==> src/hdl/tlptm_pkg.sv <==
// Shared types and constants for the two-level page table manager.
package tlptm_pkg;

  localparam int DIR_BITS  = 10;
  localparam int SLOT_BITS = 10;
  localparam int OFS_BITS  = 12;
  localparam int FRAME_BITS = 20;
  localparam int LEAF_BITS = 23;

  localparam logic [1:0] KIND_MAP       = 2'd0;
  localparam logic [1:0] KIND_UNMAP     = 2'd1;
  localparam logic [1:0] KIND_TRANSLATE = 2'd2;

  typedef struct packed {
    logic [1:0]            kind;
    logic [DIR_BITS-1:0]   dslot;
    logic [SLOT_BITS-1:0]  lslot;
    logic [OFS_BITS-1:0]   offset;
    logic [FRAME_BITS-1:0] frame;
    logic                  writable;
    logic                  user_access;
  } item_t;

  typedef struct packed {
    logic  valid;
    item_t item;
  } queue_head_t;

endpackage

==> src/hdl/tlptm_front.sv <==
// Front end: splits incoming transactions into fields and queues them.
module tlptm_front (
  input  logic                  clk,
  input  logic                  rst,
  input  logic                  push,
  output logic                  full,
  input  logic                  hold,
  input  logic [1:0]            kind,
  input  logic [31:0]           virt_addr,
  input  logic [31:0]           map_phys,
  input  logic                  writable,
  input  logic                  user_access,
  output tlptm_pkg::queue_head_t head,
  input  logic                  pop_item
);

  tlptm_pkg::item_t slots [2];
  logic             wr_ptr;
  logic             rd_ptr;
  logic [1:0]       count;
  logic             do_push;
  logic             do_pop;
  tlptm_pkg::item_t in_item;

  assign full    = (count == 2'd2) || hold;
  assign do_push = push && !full;
  assign do_pop  = pop_item && (count != 2'd0);

  always_comb begin
    in_item.kind        = kind;
    in_item.dslot       = virt_addr[31:22];
    in_item.lslot       = virt_addr[21:12];
    in_item.offset      = virt_addr[11:0];
    in_item.frame       = map_phys[31:12];
    in_item.writable    = writable;
    in_item.user_access = user_access;
  end

  assign head.valid = (count != 2'd0);
  assign head.item  = slots[rd_ptr];

  always_ff @(posedge clk) begin
    if (do_push) begin
      slots[wr_ptr] <= in_item;
    end
  end

  always_ff @(posedge clk) begin
    if (rst) begin
      wr_ptr <= 1'b0;
      rd_ptr <= 1'b0;
      count  <= 2'd0;
    end else begin
      if (do_push) wr_ptr <= !wr_ptr;
      if (do_pop) rd_ptr <= !rd_ptr;
      count <= count + 2'(do_push) - 2'(do_pop);
    end
  end

endmodule

==> config.mk <==
export PLATFORM = sky130hd
export DESIGN_NAME = tlptm_front
export DESIGN_NICKNAME = d
export VERILOG_FILES = /design/src/hdl/tlptm_pkg.sv /design/src/hdl/tlptm_front.sv
export SDC_FILE = /design/constraint.sdc
export NUM_CORES = 1
export LEC_CHECK = 0
export ABC_AREA = 0
export BUFFER_PORTS_ARGS = -buffer_cell sky130_fd_sc_hd__buf_2
export CELL_PAD_IN_SITES_DETAIL_PLACEMENT = 1
export CELL_PAD_IN_SITES_GLOBAL_PLACEMENT = 1
export CORE_MARGIN = 2
export CORE_UTILIZATION = 43
export CTS_BUF_LIST = sky130_fd_sc_hd__clkbuf_4 sky130_fd_sc_hd__clkbuf_8 sky130_fd_sc_hd__clkbuf_16
export CTS_CLUSTER_SIZE = 10
export DETAILED_ROUTE_END_ITERATION = 8
export PLACE_DENSITY = 0.89
export SLEW_MARGIN = 20
export SYNTH_ARGS = -nofsm -noshare
export SYNTH_HDL_FRONTEND = slang
export SYNTH_SLANG_ARGS = --single-unit
==> constraint.sdc <==
create_clock -name clk -period 3.9 [get_ports clk]
set_input_delay 0.195 -clock clk [delete_from_list [all_inputs] [get_ports clk]]
set_output_delay 0.195 -clock clk [all_outputs]
set_load 0.02 [all_outputs]
==> results.md, run 1 <==
* Die ar. at 11200 um^2
* Fin cells at 540
* Die height at 106 um
* Top-level I/O count at 131
* Clk Latency, worst-skew pair at 0.49 ns
* Fmax at 0.431 GHz
* Layout cells sized above 1 at 52.5%
* Port Buffers at 118
* Place WS at 2.03 ns
* Worst Tran Pin Value at 0.976 ns
* Worst vdd ir at 0.374 mV
* # resized after CTS at 0
* Critical Path End Type: output pin
* Initial antenna violation count at 0
* Hold path cells at 4
* Setup TNS at 0 ns
* Skew final at 0.00605 ns
* FF-to-FF Start: count[0]
* Synth area leaders: edfxtp_1 76%, mux2_4 14%, mux2_2 4.0%
* Critical path required time at 3.70 ns
* Core area at 10200 um^2
* Hold Crit Class: primary input to flop
* RSZ-0062 raised after global routing: no
* Yosys cell types at 19
* Final antenna-violating net count at 0
* Initial DRC Count at 103
* Post-DR vias/cell at 4.67
* Syn Nets at 276
* CTS Hold Buffers Added at 57
* Pin count of the biggest net entering global routing at 57
* CTS clock-pin slew for the worst setup and hold paths at 0.05 ns
* Startpoint types: flop
* Maxcap violations at 0
* Reg2Reg Setup Slack at 2.03 ns
* Clock root buffer: clkbuf_8
* CP Data Arrival Time at 2.13 ns
* Area leader, netlist: edfxtp_1
* Number of global-route vias before repair at 2869
* CTS tree: yes
* Clk sinks at 117
* Setup bufs post-CTS at 0
* GRT Util Overall at 17.9%
* Final WS setup at 1.58 ns
* Initial core utilization at 43.7%
* First-pass GRT wire length at 14.9 mm
* Status: finished clean
* Row count at 37
* TritonCTS buffer count at 17
* Dpl cells at 451
* Post-synthesis sequential area ratio at 77.8%
* Most common cell in the netlist: edfxtp_1
* Nets at 466
* RR Endpoint: slots[1][22]
* Final worst-path cycle share at 59.5%
* Vias at 2520
* Deepest clock path buffer count at 2
* Synth top area share at 75.5%
* Post-synth EDFFs at 112
* Predominant post-synthesis flop cell: edfxtp_1
* Slew Limit Headroom at 34.9%
* Htree depth at 4
* Global route overflow at 0
* Synth Instances at 201
* Antenna Diode Count at 0
* Chip Width at 106 um
* Synth top cells by count: 112 x edfxtp_1, 41 x mux2_4, 16 x mux2_2
* Final wirelength at 9.35 mm
* Pwr dens at 654 nW/um^2
* Crit path max fanout at 56
* Minimum clock period at 2.32 ns
* WL/cell at 17.3 um
* Worst r2r path cells at 4
* # DRC at 0
* Async SR Flop Fraction at 0%
* Final setup violation count at 0
* Syn avg cell area at 22.2 um^2
* Worst hold start: pop_item
* Slew Viols, Final at 0
* Area Growth Syn to Fin at 42.8%
* Synthesized cell area at 4450 um^2
* DP HPWL at 5.19 mm
* Fin. Hold Viols at 0
* Leak Pwr at 2.50 nW
* Synth Register Bits at 117
* Drt first pass iters at 4
* Kind of critical path: flop to output pin
* GP Congestion at 0.683
* Fin util at 62.4%
* Synth Warn # at 0
-- critical path, cell delays in order (launching register included) --
cell	delay (ns)
dfxtp_4	0.98
mux2_2	0.43
buf_2	0.17
-- through the flow --
step                      area (um^2)  total power, mW  hold slack [ns]
after global routing             6360             4.33            0.136
final                            6360             4.16            0.119
after CTS                        6360             4.21            0.101
after floorplan                  4450             2.34            0.267
after global placement           5190             2.57            0.383
after detailed placement         5190             2.60            0.387
-- metal layers --
| layer | share of wire [%] | track usage (%) | wire length [um] | vias to the layer above |
|---|---|---|---|---|
| li1 | - | - | - | 1168 |
| met2 | 57 | 33.2 | 5360 | 77 |
| met5 | 0 | 0 | 0 | - |
| met3 | 4.9 | 6.62 | 456 | 10 |
| met4 | 1.3 | 6.30 | 123 | 0 |
| met1 | 36 | 18.4 | 3410 | 1265 |
-- flip-flops by register name, summed over array words and instances, names as in the netlist, named ones only --
register	cells
count	2
rd_ptr	1
slots	112
wr_ptr	1
-- power breakdown --
part           internal (mW)  switching, mW  leakage, nW  total [mW]
clock network           1.06          0.491        0.294        1.55
registers               1.51          0.151         1.07        1.66
logic                  0.493          0.463         1.14       0.956
-- area by class of cell --
type	instances	area, um^2
fillers	929	3830
flip-flops and latches	117	3470
repair buffers	177	1180
multi-input cells	76	936
clock buffers	21	444
well taps	136	170
clock inverters	11	158
inverters	2	7.51
-- placed cells by master, fill, tap and decap left out, types with 2 or more instances in the layout --
master           n
inv_1            2
mux2_4          41
edfxtp_1       112
dfxtp_1          4
nor2_4           2
clkbuf_16       16
dlygate4sd3_1   57
clkinv_1         2
buf_4            2
clkbuf_4         4
buf_2          118
nor2_1           5
bufinv_16        4
clkinvlp_4       2
mux2_2          16
ha_1             2
clkinv_2         3
-- worst max path at each step --
stage / end / depth (start not counted)
after global placement: slots[1][44] / 4
final: head[2] / 2
after CTS: head[0] / 2
after floorplan: slots[0][0] / 3
after detailed placement: slots[1][3] / 4
after global routing: head[2] / 2
-- cells by family after synthesis --
group	after synthesis	share of synthesized area, %
flip-flops	117	77.8
AO/OA/AOI/OAI	1	0.169
XOR/XNOR	2	0.393
multiplexers	57	17.9
adder cells (fa/ha/maj)	2	0.562
AND/OR/NAND/NOR	14	1.69
buffers and inverters	8	1.55
Power figures use the tool's default switching activity.
==> run 2, diff against run 1 <==
Settings changed: ABC_AREA 0 to 1, CORE_UTILIZATION 43 to 39, PLACE_DENSITY 0.89 to 0.86.
Clock period 3.9 ns to 2.1 ns, I/O delays scaled along.
==> run 2 against run 1 <==
Net effect: wire length barely moved; largest power group unchanged; cell count rose by 4.4%; cell area rose by 0.51%; sequential power rose by 73%; via count rose by 1.7%; utilization fell by 5.7 points; critical endpoint is now head[0].
==> results.md, run 2 <==
* Status: finished clean
* Worst Tran Pin Value at 0.407 ns (-0.569 ns)
* Synthesized cell area at 4470 um^2 (+0.28%)
* Row count at 39 (+5.4%)
* Antenna Diode Count at 0 (unchanged)
* Pin count of the biggest net entering global routing at 44 (-23%)
* Register name with the most flops: slots
* Critical path required time at 2.00 ns (-1.70 ns)
* Most frequent cells in the layout: 118 x buf_2, 112 x edfxtp_1, 57 x dlygate4sd3_1
* Final wirelength at 9.34 mm (about the same)
* Vias at 2562 (+1.7%)
* Synth top cells by count: 112 x edfxtp_1, 40 x mux2_4, 16 x mux2_2
* Die height at 111 um (+5.0%)
* Synth Register Bits at 117 (unchanged)
* Clk sinks at 117 (unchanged)
* Fin util at 56.7% (-5.7 points)
* Syn Nets at 289 (+4.7%)
* Hold path cells at 4 (unchanged)
* Dpl cells at 475 (+5.3%)
* Maxcap violations at 0 (unchanged)
* RR Endpoint: count[1]
* Setup TNS at 0 ns (unchanged)
* Minimum clock period at 1.90 ns
* Post-synthesis sequential area ratio at 77.6% (-0.22 points)
* CP Data Arrival Time at 1.79 ns (-0.34 ns)
* Yosys cell types at 14 (-5)
* Fmax at 0.528 GHz
* Deepest clock path buffer count at 2 (unchanged)
* Worst Path Buf+Inv at 2 (+1)
* First-pass GRT wire length at 15.0 mm (+1.0%)
* Synth area leaders: edfxtp_1 75%, mux2_4 13%, mux2_2 4.0%
* Skew final at 0.0132 ns (+0.00713 ns)
* Commonest non-fill, non-tap cell in the layout: buf_2
* Hold Crit Class: primary input to flop
* Startpoint types: flop
* Nets at 483 (+3.6%)
* Worst r2r path cells at 10 (+6)
* FF-to-FF Start: count[0]
* # resized after CTS at 0 (unchanged)
* Critical Path Slowest Stage Cell: dfxtp_4
* Worst hold start: pop_item
* Reg area at 3470 um^2 (unchanged)
* Worst path cell trace: buf_4 > mux2_2 > buf_2
* Number of global-route vias before repair at 2927 (+2.0%)
* Die ar. at 12300 um^2 (+10%)
* Chip Width at 111 um (+5.0%)
* Fin cells at 564 (+4.4%)
* Area Growth Syn to Fin at 43.1%
* Initial antenna violation count at 0 (unchanged)
* Worst vdd ir at 0.568 mV (+52%)
* TritonCTS buffer count at 17 (unchanged)
* Crit path max fanout at 17 (-70%)
* Post-synth EDFFs at 112 (unchanged)
* Multi-input gate area in the final layout at 907 um^2 (-3.1%)
* CTS tree: yes
* Critical Path End Type: output pin
* Max incr delay on CP at 0.53 ns (-0.45 ns)
* Clock root buffer: clkbuf_16
* RSZ-0062 raised after global routing: no
* Synth top area share at 75.3% (-0.21 points)
* Fill count at 1060 (+14%)
* Post-DR vias/cell at 4.54 (-2.7%)
* # DRC at 0 (unchanged)
* Async SR Flop Fraction at 0% (unchanged)
* Pwr dens at 1100 nW/um^2 (+68%)
* Number of flip-flops in the largest register at 112 (unchanged)
* Slew Limit Headroom at 72.9% (+38 points)
* Final worst-path cycle share at 90.2%
* Final setup violation count at 0 (unchanged)
* Fin. Hold Viols at 0 (unchanged)
* Delay-heaviest family, CP: flip-flops
* Top-level I/O count at 131 (unchanged)
* WL/cell at 16.6 um (-4.3%)
* Initial DRC Count at 86 (-17%)
* Most common cell in the netlist: edfxtp_1
* Reg2Reg Setup Slack at 0.39 ns (-1.64 ns)
* Htree depth at 4 (unchanged)
* GRT Util Overall at 16.1% (-1.8 points)
* Kind of critical path: flop to output pin
* Largest regs: slots x112, count x2
* Drt first pass iters at 4 (unchanged)
* Synth Instances at 214 (+6.5%)
* Port Buffers at 118 (unchanged)
* Clk Latency, worst-skew pair at 0.39 ns (-0.10 ns)
* Initial core utilization at 39.6% (-4.1 points)
* Leak Pwr at 2.55 nW (+1.8%)
* Synth Warn # at 0 (unchanged)
* Slew Viols, Final at 0 (unchanged)
* CTS clock-pin slew for the worst setup and hold paths at 0.05 ns (about the same)
* Final antenna-violating net count at 0 (unchanged)
* Predominant post-synthesis flop cell: edfxtp_1
* Global route overflow at 0 (unchanged)
* Area leader, netlist: edfxtp_1
* Critical path depth at 3 (+1)
* Core area at 11300 um^2 (+11%)
* GP Congestion at 0.689 (+0.83%)
* DP HPWL at 5.77 mm (+11%)
* Syn avg cell area at 20.9 um^2 (-5.8%)
* Layout cells sized above 1 at 50.8% (-1.6 points)
==> run 2: cells by family after synthesis <==
| group | synth area share (%) |
|---|---|
| mux | 17.5 |
| buf+inv | 2.30 |
| simple gates | 1.82 |
| flops | 77.6 |
| fa+ha+maj | 0.560 |
| compound gates | 0.280 |
==> run 2: worst max-delay path by stage <==
stage,slack [ns],to
floorplan,0.02,slots[1][0]
global placement,0.50,count[1]
detailed placement,0.40,count[1]
CTS,0.16,head[0]
global route,0.11,head[0]
finish,0.20,head[0]
==> run 2: area by class of cell <==
cell class | count | area share (%)
Sequential cell | 117 | 54.2
Timing Repair Buffer | 181 | 19.7
Multi-Input combinational cell | 80 | 14.2
Clock buffer | 26 | 8.01
Tap cell | 143 | 2.80
Inverter | 11 | 0.646
Clock inverter | 6 | 0.450
==> run 2: through the flow <==
stage / power, mW / hold slack [ns] / instance area (um^2) / setup slack (ns)
6_report: 7.02 / 0.0595 / 6390 / 0.205
3_5_place_dp: 4.44 / 0.284 / 5280 / 0.397
2_1_floorplan: 3.98 / 0.176 / 4470 / 0.0193
4_1_cts: 7.10 / 0.0483 / 6390 / 0.162
5_1_grt: 7.32 / 0.0989 / 6390 / 0.111
3_3_place_gp: 4.38 / 0.284 / 5280 / 0.505
==> run 2: worst register-to-register path, stage by stage, from the launching register on <==
cell and delay, ns:
dfxtp_1 0.36, inv_1 0.07, nand2_1 0.10, nand3_1 0.17
ha_1 0.33, inv_1 0.04, ha_1 0.19, inv_1 0.06
nand2_1 0.07, a21oi_1 0.15, nor2_1 0.05
==> run 2: what timing repair did <==
| item | in CTS | in global routing |
|---|---|---|
| hold buffers | 57 | 0 |
| endpoints found under the hold margin | 114 | 0 |
| buffers inserted | 0 | 0 |
==> run 2: power by group <==
group          total (mW)  internal, mW  switching [mW]  leakage, nW
registers            2.87          2.77           0.105         1.07
clock network        2.55          1.66           0.891        0.280
logic                1.59         0.751           0.839         1.20
==> run 2: layer usage <==
layer | share of wire (%) | global-route usage (%) | up-vias | wire, um
li1 | - | - | 1212 | -
met1 | 36 | 16.4 | 1265 | 3390
met2 | 59 | 30.5 | 75 | 5470
met3 | 3.9 | 5.36 | 10 | 360
met4 | 1.3 | 6.00 | 0 | 120
met5 | 0 | 0 | - | 0
==> run 3, diff against run 2 <==
--- a/config.mk
+++ b/config.mk
@@ -16,3 +16,4 @@
 export DETAILED_ROUTE_END_ITERATION = 8
-export PLACE_DENSITY = 0.86
+export PLACE_DENSITY = 0.78
+export SKIP_CTS_REPAIR_TIMING = 1
 export SLEW_MARGIN = 20
--- a/constraint.sdc
+++ b/constraint.sdc
@@ -3,2 +3,2 @@
 set_output_delay 0.105 -clock clk [all_outputs]
-set_load 0.02 [all_outputs]
+set_load 0.005 [all_outputs]
==> run 3 against run 2 <==
Net effect: register-to-register slack worse by 0.04 ns; sequential share of layout area fell by 0.75 points; combinational power is 20% lower; worst hold slack got worse by 0.0013 ns; clock-buffer cell count is 3 lower.
==> results.md, run 3 (synthesis gave the netlist of run 2 again) <==
* Worst r2r path cells at 10 (unchanged)
* Antenna Diode Count at 0 (unchanged)
* Final setup violation count at 0 (unchanged)
* Leak Pwr at 2.59 nW (+1.6%)
* Commonest non-fill, non-tap cell in the layout: buf_2
* Hold Crit Class: primary input to flop
* Initial DRC Count at 73 (-15%)
* Initial antenna violation count at 0 (unchanged)
* Worst hold start: pop_item
* Layout cells sized above 1 at 51.1% (+0.24 points)
* Total Power at 7.31 mW (+4.2%)
* Fin. Hold Viols at 0 (unchanged)
* Int Pwr at 5.75 mW (+11%)
* Crit path max fanout at 14 (-3)
* Worst Tran Pin Value at 0.415 ns (+0.00836 ns)
* First-pass GRT wire length at 12.9 mm (-14%)
* Core area at 11300 um^2 (unchanged)
* Nets at 483 (unchanged)
* Pin count of the biggest net entering global routing at 32 (-27%)
* FF-to-FF Start: count[0]
* Slew Limit Headroom at 72.3% (-0.52 points)
* Minimum clock period at 1.82 ns (-0.0728 ns)
* Setup TNS at 0 ns (unchanged)
* Post-DR vias/cell at 4.54 (unchanged)
* Top-level I/O count at 131 (unchanged)
* Htree depth at 4 (unchanged)
* Pwr dens at 1130 nW/um^2 (+2.7%)
* WL met1 at 3.41 mm (+0.62%)
* Largest regs: slots x112, count x2
* Fmax at 0.549 GHz (+4.0%)
* WL/cell at 15.8 um (-4.4%)
* Critical Path End Type: output pin
* Critical path required time at 2.00 ns (about the same)
* Sw power at 1.56 mW (-15%)
* Reg2Reg Setup Slack at 0.35 ns (-0.04 ns)
* CTS clock-pin slew for the worst setup and hold paths at 0.05 ns (about the same)
* Drt first pass iters at 6 (+2)
* Die ar. at 12300 um^2 (unchanged)
* CTS tree: yes
* Most frequent cells in the layout: 118 x buf_2, 112 x edfxtp_1, 57 x dlygate4sd3_1
* Clk sinks at 117 (unchanged)
* Die height at 111 um (unchanged)
* Clk Latency, worst-skew pair at 0.40 ns (about the same)
* Global route overflow at 0 (unchanged)
* Maxcap violations at 0 (unchanged)
* GRT Util Overall at 13.9% (-2.3 points)
* DP HPWL at 5.51 mm (-4.6%)
* Net Sw Frac at 21.3% (-4.8 points)
* RR Endpoint: count[1]
* Met2 WL at 5.01 mm (-8.4%)
* Register name with the most flops: slots
* Slew Viols, Final at 0 (unchanged)
* # DRC at 0 (unchanged)
* RSZ-0062 raised after global routing: no
* Number of global-route vias before repair at 2597 (-11%)
* Clock root buffer: clkbuf_16
* TritonCTS buffer count at 17 (unchanged)
* Final WS setup at 0.278 ns (+0.0728 ns)
* Skew final at 0.00663 ns (-0.00655 ns)
* Comb power frac at 17.4% (-5.3 points)
* Place WS at 0.363 ns (-0.0339 ns)
* Clk pwr share at 43.5% (+7.1 points)
* Chip Width at 111 um (unchanged)
* Hold path cells at 4 (unchanged)
* Port Buffers at 118 (unchanged)
* Final wirelength at 8.93 mm (-4.4%)
* Row count at 39 (unchanged)
* Reg power frac at 39.2% (-1.8 points)
* GP Congestion at 0.670 (-2.6%)
* Final worst-path cycle share at 86.8% (-3.5 points)
* Area Growth Syn to Fin at 45.1%
* Worst vdd ir at 0.577 mV (+1.5%)
* Kind of critical path: flop to output pin
* Detail Route met3 WL at 443 um (+23%)
* Vias at 2562 (unchanged)
* Startpoint types: flop
* CP Data Arrival Time at 1.72 ns (-0.07 ns)
* Initial core utilization at 39.6% (unchanged)
* Status: finished clean
* Final antenna-violating net count at 0 (unchanged)
* Fill count at 1052 (-0.75%)
* Deepest clock path buffer count at 2 (unchanged)
* Top routing layer in use: met4
* Number of flip-flops in the largest register at 112 (unchanged)
## run 3: cell type report
cell class                      instances  area [um^2]  share of cell area, %
Timing Repair Buffer                  181         1220                   18.8
Inverter                               11         41.3                  0.637
Tap cell                              143          179                   2.76
Clock buffer                           23          495                   7.64
Clock inverter                          9          173                   2.66
Multi-Input combinational cell         80          907                   14.0
Sequential cell                       117         3470                   53.5
## run 3: critical path, cell delays in order, from the launching register on
cell	delay, ns
dfxtp_4	0.50
buf_4	0.33
mux2_2	0.36
buf_2	0.12
## run 3: worst max-delay path by stage
stage,endpoint,slack (ns),cells past startpoint
finish,head[2],0.28,3
global route,head[2],0.18,3
CTS,head[2],0.24,3
detailed placement,count[1],0.36,10
global placement,count[1],0.49,10
floorplan,slots[1][0],0.02,4
## run 3: stage by stage
step | cells | hold WS (ns) | cell area (um^2) | utilization [%]
3_3_place_gp | 475 | 0.283 | 5240 | 46.5
6_report | 564 | 0.0582 | 6480 | 57.5
4_1_cts | 507 | -0.143 | 5910 | 52.4
2_1_floorplan | 214 | 0.176 | 4470 | -
5_1_grt | 564 | 0.0673 | 6480 | 57.5
3_5_place_dp | 475 | 0.287 | 5240 | 46.5
## run 3: per-layer routing
metal  vias up  GRT usage [%]
met5         -              0
met4         0           4.75
met3         7           6.12
met2        80           24.6
met1      1268           14.7
li1       1207              -
## run 3: power groups by stage
stage	logic [mW]	clock network (mW)	registers, mW
global placement	1.17	0	2.89
global route	1.39	3.35	2.88
detailed placement	1.20	0	2.91
finish	1.27	3.18	2.86
CTS	1.21	3.23	2.86
floorplan	0.813	0	2.85
